File: src/rtl/pme_pkg.sv
// Package: shared constants for the PIC16 instruction executor.
`default_nettype none
package pme_pkg;
  localparam logic [7:0] STATUS_RST = 8'h18;
  localparam logic [6:0] A_INDF   = 7'h00;
  localparam logic [6:0] A_PCL    = 7'h02;
  localparam logic [6:0] A_STATUS = 7'h03;
  localparam logic [6:0] A_FSR    = 7'h04;
  localparam logic [6:0] A_PCLATH = 7'h0A;
  localparam logic [6:0] A_INTCON = 7'h0B;
endpackage
`default_nettype wire

File: src/rtl/pme_if.sv
// Interfaces: valid/ready channels for instruction and result items.
`default_nettype none
interface pme_in_if;
  logic        valid;
  logic        ready;
  logic [13:0] instruction;
  modport source (output valid, output instruction, input ready);
  modport sink (input valid, input instruction, output ready);
endinterface

interface pme_out_if;
  logic        valid;
  logic        ready;
  logic [12:0] next_pc;
  logic [7:0]  w_value;
  logic [7:0]  status_value;
  modport source (output valid, output next_pc, output w_value, output status_value,
                  input ready);
  modport sink (input valid, input next_pc, input w_value, input status_value,
                output ready);
endinterface
`default_nettype wire

File: src/rtl/pic16_midrange_instruction_executor_core.sv
// Top level: PIC16 mid-range instruction executor core.
// The accepted instruction and its data store read are registered, then execute registers the result.
// A new instruction is not taken while one executes, set by the data store read-modify-write.
// A new instruction is taken only if the output register is empty or its result leaves.
// Reset: W, FSR, PCLATH, INTCON, PC, stack pointer cleared, STATUS 0x18.
// Data store and return stack use per-entry valid bits; an invalid entry reads zero.
`default_nettype none
module pic16_midrange_instruction_executor_core
  import pme_pkg::*;
#(
  parameter int STACK_DEPTH = 8,
  parameter int DATA_LIMIT  = 208
) (
  input  wire        clk_i,
  input  wire        rst_ni,
  pme_in_if.sink     in_if,
  pme_out_if.source  out_if
);
  localparam int SW = (STACK_DEPTH > 1) ? $clog2(STACK_DEPTH) : 1;

  logic [7:0]  mem [256];
  logic [255:0] mvld_q;
  logic [12:0] stk [STACK_DEPTH];
  logic [STACK_DEPTH-1:0] svld_q;

  logic [7:0]  w_q, status_q, fsr_q, intcon_q;
  logic [4:0]  pclath_q;
  logic [12:0] pc_q;
  logic [SW-1:0] sp_q;

  logic        ex_q;
  logic [13:0] ins_q;
  logic [7:0]  addr_q, rd_q;
  logic        rdv_q;
  logic        ov_q;
  logic [12:0] opc_q;
  logic [7:0]  ow_q, ost_q;

  // accept when not executing and output slot frees by execute time
  assign in_if.ready = !ex_q && (!ov_q || out_if.ready);
  wire acc = in_if.valid && in_if.ready;

  // address resolution on incoming instruction, uses current state
  logic [7:0] ra;
  always_comb begin
    logic [6:0] f;
    logic [8:0] bsum;
    f = in_if.instruction[6:0];
    bsum = {2'b0, f} + (status_q[5] ? 9'h080 : 9'h000);
    if (f == 7'd0) ra = fsr_q;
    else if (bsum >= 9'(DATA_LIMIT)) ra = {1'b0, f};
    else ra = {status_q[5], f};
  end

  // execute
  logic [7:0]  w_d, st_d, fsr_d, ic_d, wv, x;
  logic [4:0]  pl_d;
  logic [12:0] pc_d, tgt;
  logic [SW-1:0] sp_d;
  logic        wr, push, jmp, pclw, skip;
  logic [12:0] pop;
  always_comb begin
    logic [5:0] op;
    logic [7:0] k, w, m, r;
    logic [8:0] s;
    logic [4:0] h;
    logic       dd;
    op = ins_q[13:8]; k = ins_q[7:0]; dd = ins_q[7]; w = w_q;
    case (addr_q[6:0])
      A_INDF:   x = 8'd0;
      A_PCL:    x = pc_q[7:0];
      A_STATUS: x = status_q;
      A_FSR:    x = fsr_q;
      A_PCLATH: x = {3'b0, pclath_q};
      A_INTCON: x = intcon_q;
      default:  x = rdv_q ? rd_q : 8'd0;
    endcase
    pop = svld_q[sp_q] ? stk[sp_q] : 13'd0;
    w_d = w_q; st_d = status_q; fsr_d = fsr_q; ic_d = intcon_q; pl_d = pclath_q;
    sp_d = sp_q; wr = 1'b0; wv = 8'd0; push = 1'b0; jmp = 1'b0; tgt = 13'd0;
    skip = 1'b0; m = 8'd1 << ins_q[9:7]; r = x; s = 9'd0; h = 5'd0;
    if (op <= 6'h01) begin
      if (op == 6'h00) begin
        if (dd) begin wr = 1'b1; wv = w_q; end
        else if (ins_q == 14'h0008 || ins_q == 14'h0009) begin
          if (ins_q[0]) ic_d[7] = 1'b1;
          jmp = 1'b1; tgt = pop;
          if (sp_q != '0) sp_d = sp_q - 1'b1;
        end
      end else if (dd) begin
        // CLRF of STATUS loads the reset value and then still sets Z
        wr = 1'b1; wv = (addr_q[6:0] == A_STATUS) ? (STATUS_RST | 8'h04) : 8'd0;
        st_d[2] = 1'b1;
      end else begin
        w_d = 8'd0; st_d[2] = 1'b1;
      end
    end else if (op <= 6'h0F) begin
      case (op[3:0])
        4'h2: begin
          h = {1'b0, x[3:0]} + {1'b0, ~w[3:0]} + 5'd1;
          s = {1'b0, x} + {1'b0, ~w} + 9'd1;
          st_d[1] = h[4]; st_d[0] = s[8]; r = s[7:0]; st_d[2] = (r == 0);
        end
        4'h3: begin r = x - 8'd1; st_d[2] = (r == 0); end
        4'h4: begin r = x | w; st_d[2] = (r == 0); end
        4'h5: begin r = x & w; st_d[2] = (r == 0); end
        4'h6: begin r = x ^ w; st_d[2] = (r == 0); end
        4'h7: begin
          h = {1'b0, x[3:0]} + {1'b0, w[3:0]};
          s = {1'b0, x} + {1'b0, w};
          st_d[1] = h[4]; st_d[0] = s[8]; r = s[7:0]; st_d[2] = (r == 0);
        end
        4'h8: begin r = x; st_d[2] = (r == 0); end
        4'h9: begin r = ~x; st_d[2] = (r == 0); end
        4'hA: begin r = x + 8'd1; st_d[2] = (r == 0); end
        4'hB: begin r = x - 8'd1; skip = (r == 0); end
        4'hC: begin st_d[0] = x[0]; r = {status_q[0], x[7:1]}; end
        4'hD: begin st_d[0] = x[7]; r = {x[6:0], status_q[0]}; end
        4'hE: r = {x[3:0], x[7:4]};
        default: begin r = x + 8'd1; skip = (r == 0); end
      endcase
      if (dd) begin wr = 1'b1; wv = r; end
      else w_d = r;
    end else if (op <= 6'h1F) begin
      case (ins_q[11:10])
        2'd0: begin wr = 1'b1; wv = x & ~m; end
        2'd1: begin wr = 1'b1; wv = x | m; end
        2'd2: skip = ((x & m) == 0);
        default: skip = ((x & m) != 0);
      endcase
    end else if (op <= 6'h2F) begin
      jmp = 1'b1; tgt = {pclath_q[4:3], ins_q[10:0]};
      if (op <= 6'h27) begin
        push = 1'b1;
        sp_d = (32'(sp_q) + 1 >= STACK_DEPTH) ? '0 : sp_q + 1'b1;
      end
    end else begin
      if (op <= 6'h33) w_d = k;
      else if (op <= 6'h37) begin
        w_d = k; jmp = 1'b1; tgt = pop;
        if (sp_q != '0) sp_d = sp_q - 1'b1;
      end else if (op <= 6'h3A) begin
        r = (op == 6'h38) ? (w | k) : (op == 6'h39) ? (w & k) : (w ^ k);
        w_d = r; st_d[2] = (r == 0);
      end else if (op == 6'h3C || op == 6'h3D) begin
        h = {1'b0, k[3:0]} + {1'b0, ~w[3:0]} + 5'd1;
        s = {1'b0, k} + {1'b0, ~w} + 9'd1;
        st_d[1] = h[4]; st_d[0] = s[8]; w_d = s[7:0]; st_d[2] = (s[7:0] == 0);
      end else if (op >= 6'h3E) begin
        h = {1'b0, k[3:0]} + {1'b0, w[3:0]};
        s = {1'b0, k} + {1'b0, w};
        st_d[1] = h[4]; st_d[0] = s[8]; w_d = s[7:0]; st_d[2] = (s[7:0] == 0);
      end
    end
    // file write side effects on special registers
    pclw = 1'b0;
    if (wr) begin
      case (addr_q[6:0])
        A_PCL:    pclw = 1'b1;
        A_STATUS: st_d = wv;
        A_FSR:    fsr_d = wv;
        A_PCLATH: pl_d = wv[4:0];
        A_INTCON: ic_d = wv;
        default:  ;
      endcase
    end
    if (jmp) pc_d = tgt;
    else if (pclw) pc_d = {pclath_q, wv};
    else pc_d = pc_q + 13'd1 + {12'd0, skip};
  end

  wire mem_wr = ex_q && wr && (addr_q[6:0] != A_INDF) && (addr_q[6:0] != A_PCL) &&
                (addr_q[6:0] != A_STATUS) && (addr_q[6:0] != A_FSR) &&
                (addr_q[6:0] != A_PCLATH) && (addr_q[6:0] != A_INTCON);

  // data store and stack memories, instruction capture and result registers
  always_ff @(posedge clk_i) begin
    if (acc) rd_q <= mem[ra];
    if (mem_wr) mem[addr_q] <= wv;
    if (ex_q && push) stk[sp_d] <= pc_q + 13'd1;
    if (acc) begin ins_q <= in_if.instruction; addr_q <= ra; end
    if (ex_q) begin opc_q <= pc_d; ow_q <= w_d; ost_q <= st_d; end
  end

  // control and architectural state
  always_ff @(posedge clk_i or negedge rst_ni) begin
    if (!rst_ni) begin
      mvld_q <= '0; svld_q <= '0; rdv_q <= 1'b0; ex_q <= 1'b0; ov_q <= 1'b0;
      w_q <= '0; status_q <= STATUS_RST; fsr_q <= '0; intcon_q <= '0;
      pclath_q <= '0; pc_q <= '0; sp_q <= '0;
    end else begin
      if (acc) rdv_q <= mvld_q[ra];
      if (mem_wr) mvld_q[addr_q] <= 1'b1;
      ex_q <= acc;
      if (ex_q) begin
        if (push) svld_q[sp_d] <= 1'b1;
        w_q <= w_d; status_q <= st_d; fsr_q <= fsr_d; intcon_q <= ic_d;
        pclath_q <= pl_d; pc_q <= pc_d; sp_q <= sp_d;
        ov_q <= 1'b1;
      end else if (out_if.ready) ov_q <= 1'b0;
    end
  end

  assign out_if.valid = ov_q;
  assign out_if.next_pc = opc_q;
  assign out_if.w_value = ow_q;
  assign out_if.status_value = ost_q;

  a_ex_after_acc: assert property (@(posedge clk_i) disable iff (!rst_ni)
    acc |=> ex_q) else $error("execute did not follow accept");
  a_no_back: assert property (@(posedge clk_i) disable iff (!rst_ni)
    ex_q |-> !in_if.ready) else $error("accept during execute");
  a_out_after_ex: assert property (@(posedge clk_i) disable iff (!rst_ni)
    ex_q |=> out_if.valid) else $error("result missing after execute");
  a_no_overwrite: assert property (@(posedge clk_i) disable iff (!rst_ni)
    ex_q |-> (!ov_q || $past(out_if.ready))) else $error("result overwritten");
endmodule
`default_nettype wire
File: src/flat_wrapper.sv
// flat-port wrapper written by rule: the top's interface ports become plain ports
module pic16_midrange_instruction_executor_core_flat import pme_pkg::*;
#(
  parameter int STACK_DEPTH = 8,
  parameter int DATA_LIMIT  = 208
)
  (clk_i, rst_ni, in_if_valid, in_if_instruction, in_if_ready, out_if_valid, out_if_next_pc, out_if_w_value, out_if_status_value, out_if_ready);
  pme_in_if in_if_i ();
  pme_out_if out_if_i ();
  input  wire clk_i;
  input  wire rst_ni;
  input wire logic [$bits(in_if_i.valid)-1:0] in_if_valid;
  input wire logic [$bits(in_if_i.instruction)-1:0] in_if_instruction;
  output wire logic [$bits(in_if_i.ready)-1:0] in_if_ready;
  output wire logic [$bits(out_if_i.valid)-1:0] out_if_valid;
  output wire logic [$bits(out_if_i.next_pc)-1:0] out_if_next_pc;
  output wire logic [$bits(out_if_i.w_value)-1:0] out_if_w_value;
  output wire logic [$bits(out_if_i.status_value)-1:0] out_if_status_value;
  input wire logic [$bits(out_if_i.ready)-1:0] out_if_ready;
  assign in_if_i.valid = in_if_valid;
  assign in_if_i.instruction = in_if_instruction;
  assign in_if_ready = in_if_i.ready;
  assign out_if_valid = out_if_i.valid;
  assign out_if_next_pc = out_if_i.next_pc;
  assign out_if_w_value = out_if_i.w_value;
  assign out_if_status_value = out_if_i.status_value;
  assign out_if_i.ready = out_if_ready;
  pic16_midrange_instruction_executor_core #(.STACK_DEPTH(STACK_DEPTH), .DATA_LIMIT(DATA_LIMIT)) u_core (.clk_i(clk_i), .rst_ni(rst_ni), .in_if(in_if_i), .out_if(out_if_i));
endmodule
File: config.mk
export PLATFORM = sky130hd
export DESIGN_NAME = pic16_midrange_instruction_executor_core_flat
export DESIGN_NICKNAME = d
export VERILOG_FILES = /design/src/rtl/pme_pkg.sv /design/src/rtl/pme_if.sv /design/src/rtl/pic16_midrange_instruction_executor_core.sv /design/src/flat_wrapper.sv
export SDC_FILE = /design/constraint.sdc
export NUM_CORES = 2
export LEC_CHECK = 0
export BUFFER_PORTS_ARGS = -buffer_cell sky130_fd_sc_hd__buf_2
export CORE_MARGIN = 4
export CORE_UTILIZATION = 34
export CTS_CLUSTER_DIAMETER = 120
export CTS_CLUSTER_SIZE = 25
export DETAILED_ROUTE_END_ITERATION = 12
export HOLD_SLACK_MARGIN = 0.05
export PLACE_DENSITY_LB_ADDON = 0.2
export SETUP_SLACK_MARGIN = 0.3
export SYNTH_ARGS = -nofsm -noshare
export SYNTH_HDL_FRONTEND = slang
export SYNTH_SLANG_ARGS = --single-unit
File: constraint.sdc
create_clock -name clk_i -period 10.9 [get_ports clk_i]
set_input_delay 1.09 -clock clk_i [delete_from_list [all_inputs] [get_ports clk_i]]
set_output_delay 1.09 -clock clk_i [all_outputs]
set_load 0.005 [all_outputs]
==> out/metrics.cfg <==
[outcome]
status = complete, no violations

[sta]
setup_viol = 0
layout_min_cycle_time_ns = 7.45
rsz0062_at_grt = no
fin_skew_ns = 0.0953
max_freq_ghz = 0.134
fin_hold_ws_ns = 0.219
slew_headroom_pct = 9.97
slew_viol_final = 0
setup_tns_ns = 0
worst_pin_slew_ns = 1.35
hold_viol_final = 0
post-route-period-util_pct = 68.4
fin_ws_ns = 3.45

[drt]
routed_wl_um = 332000
postRouteAntennaNets = 0
met3_length_um = 19800
first_iter_violations = 7597
met2_length_um = 155000
avgRoutedWirePerCell_um = 26.4
avgViaCountPerCell = 5.45
route.detailed.drc = 0
num_vias = 68500
dr.max_layer_used = met5
drt_pass1_iterations = 6
met1Wirelength_um = 146000

[power]
pwr-share-seq_pct = 57.9
clkPwrFrac_pct = 27.5
p_per_area_nw_per_um2 = 165
p_int_uw = 13800
combPwrFrac_pct = 14.6
p_sw_uw = 5220
swShare_pct = 27.4
total_leakage_power_uw = 0.0412
vdd_drop_max_mv = 0.125

[synth]
synth_async_sr_flop_share_pct = 12.6
synth_top_area_cell = edfxtp_1
synthCells = 8474
synth_ff_type = edfxtp_1
synth_edf_count = 2211
ys_warn_count = 0
ys_top_cells_by_area = edfxtp_1 62%, dfrtp_1 7.4%, nand2_1 6.5%, nand3_1 6.4%, mux2i_1 3.2%
ys_types = 97
ys_ff_latch = 2531
yosysSeqAreaShare_pct = 69.5
netlist.area_leader.share_pct = 62.0
synth_area_per_cell_um2 = 12.6
synth_area_um2 = 107000

[place]
placed_cells = 12300
port_buffers = 48
pre_cts_slack_ns = 3.43
dp.final_hpwl_um = 196000
gp_congestion = 0.900

[finish]
syn_to_final_growth_pct = 8.06
nFillCells = 29900
drive_gt1_share_pct = 9.40
final_cell_count_no_fill = 12600
fin_nets = 8413
final_core_util_pct = 37.0

[critical_path]
start_kind = flip-flop
r2r_end = u_core.mem[206][3]
cp_common_cell = nand2_1
path_max_fanout = 147
cp_top_family = simple AND/OR/NAND/NOR gates
arrival_ns = 7.98
cp.depth = 15
r2r_start = u_core.addr_q[0]
reg2reg_depth = 15
end_kind = flip-flop
startpoint = u_core.addr_q[0]
crit_end = u_core.mem[206][3]
crit_buf_inv = 2
r2r_setup_slack_ns = 3.45
max_stage_delay_ns = 1.00
slowest_stage = buf_4
worstPathCellList = nor4b_1, nand2_1, a31o_2, nand2_1, ha_1, or3b_2, and2_1, a31oi_1, a221oi_1, o211ai_1, a2111oi_2, nor4_1, o21ai_0, inv_8, buf_4
required_ns = 11.43
critPathKind = reg -> reg

[grt]
grt_max_degree = 182
grtUsageTotal_pct = 19.9
grt_pass1_vias = 65700
grt_pass1_wl_um = 480000
antenna_found_initial = 13
overflow = 0

[clocking]
path_clk_slew_ns = 0.11
cts_hold_buf = 0
numCtsBuffers = 119
cts.sinks = 2531
ctsLongestPathBuffers = 4
post_cts_resized = 0
clk_latency_ns = 0.92
cts_tree = built
cts_max_level = 3
postCtsSetupBuffers = 0
cts_root_buffer = clkbuf_16

[die]
start_util_pct = 34.2
io_pins = 49
placementRows = 205
die_area_um2 = 324000
die_h_um = 569
die_w_um = 569
core_um2 = 313000

[run]
max-cap-violations = 0

[min_path]
hold_class = in -> async

[metrics by stage]
step / area (um2) / total power [uW]
after detailed placement: 112000 / 14000
after global routing: 116000 / 19800
after floorplan: 107000 / 13000
after global placement: 112000 / 14000
final: 116000 / 19100
after CTS: 116000 / 19200
[layer usage]
metal  vias up  track usage (%)
met4         2             6.01
met5         -                0
li1      30400                -
met1     35300             28.5
met3       424             2.10
met2      2415             32.0
[cells in the final DEF (no fill, tap or decap), types with 103 or more instances in the layout]
| cell | netlist | routed |
|---|---|---|
| nor2_1 | 375 | 361 |
| a21oi_1 | 112 | 110 |
| edfxtp_1 | 2211 | 2211 |
| buf_4 | 17 | 128 |
| or2_2 | 258 | 258 |
| dfrtp_1 | 318 | 316 |
| nand3_1 | 1359 | 1356 |
| clkbuf_16 | 0 | 120 |
| nand2_1 | 1853 | 1843 |
| mux2i_1 | 345 | 345 |
| o21ai_0 | 117 | 117 |
| mux4_2 | 103 | 103 |
[synthesized netlist by cell type, types with 11 or more instances]
| master | count |
|---|---|
| buf_2 | 119 |
| buf_4 | 17 |
| and3_1 | 21 |
| edfxtp_1 | 2211 |
| o31ai_1 | 17 |
| a211oi_1 | 21 |
| xor2_1 | 20 |
| nor3_1 | 48 |
| a22oi_1 | 15 |
| mux2i_1 | 345 |
| or2_2 | 258 |
| nor2b_1 | 23 |
| nand2_1 | 1853 |
| mux4_2 | 103 |
| o21ai_0 | 117 |
| buf_1 | 86 |
| xnor2_1 | 21 |
| a31oi_1 | 79 |
| o211ai_1 | 16 |
| nand3_1 | 1359 |
| nor2_1 | 375 |
| mux2_2 | 18 |
| nand4_1 | 61 |
| a32oi_1 | 81 |
| a221oi_1 | 11 |
| dfrtp_1 | 318 |
| ha_1 | 63 |
| a211o_1 | 11 |
| a21oi_1 | 112 |
| nand2b_1 | 13 |
| clkbuf_1 | 329 |
| o21a_1 | 11 |
| inv_1 | 67 |
| nor4_1 | 26 |
[cell type report]
type                    count  area (um2)  share of cell area [%]
well taps                4140        5180                    4.48
repair buffers            191        1510                    1.31
diodes                      4        10.0                 0.00865
multi-input cells        5406       30700                    26.5
flip-flops and latches   2531       74400                    64.3
clock inverters            11         209                   0.181
inverters                  79         379                   0.328
clock buffers             207        3340                    2.89
[state kept, by name, summed over array words and instances, names as in the netlist, 13 cells and up]
register and count:
u_core.pc_q 13, u_core.out_if.next_pc 13, u_core.ins_q 14, u_core.mem 2048
u_core.mvld_q 256, u_core.stk 104
[power groups by stage]
stage               Sequential, uW  Combinational, uW  Clock, uW
floorplan                    11200               1760          0
global placement             11300               2750          0
detailed placement           11300               2770          0
CTS                          11000               2780       5380
global route                 11100               3000       5720
finish                       11000               2780       5240
[worst min-delay path by stage]
stage / from / end / slack (ns) / cells past startpoint
after floorplan: u_core.mvld_q[11] / u_core.mvld_q[11] / 0.43 / 1
final: rst_ni / u_core.svld_q[5] / 0.22 / 1
after CTS: rst_ni / u_core.out_if.valid / 0.20 / 1
after global placement: u_core.mvld_q[139] / u_core.mvld_q[139] / 0.36 / 0
after global routing: rst_ni / u_core.svld_q[0] / 0.25 / 1
after detailed placement: u_core.mvld_q[3] / u_core.mvld_q[3] / 0.37 / 0
[worst reg2reg max path, cell delays in order (launching register included)]
cell	delay [ns]
edfxtp_1	0.75
nor4b_1	0.58
nand2_1	0.20
a31o_2	0.28
nand2_1	0.49
ha_1	0.49
or3b_2	0.52
and2_1	0.20
a31oi_1	0.17
a221oi_1	0.14
o211ai_1	0.23
a2111oi_2	0.10
nor4_1	0.58
o21ai_0	0.56
inv_8	0.76
buf_4	1.03
[logic make-up after synthesis]
family | Yosys count | share of synthesized area [%]
xor+xnor | 41 | 0.335
buf+inv | 632 | 2.43
simple gates | 4116 | 17.3
compound gates | 620 | 4.01
flops | 2531 | 69.5
fa+ha+maj | 67 | 0.811
mux | 466 | 5.58
other cells | 1 | 0.00350
(Power assumes the default switching activity.)
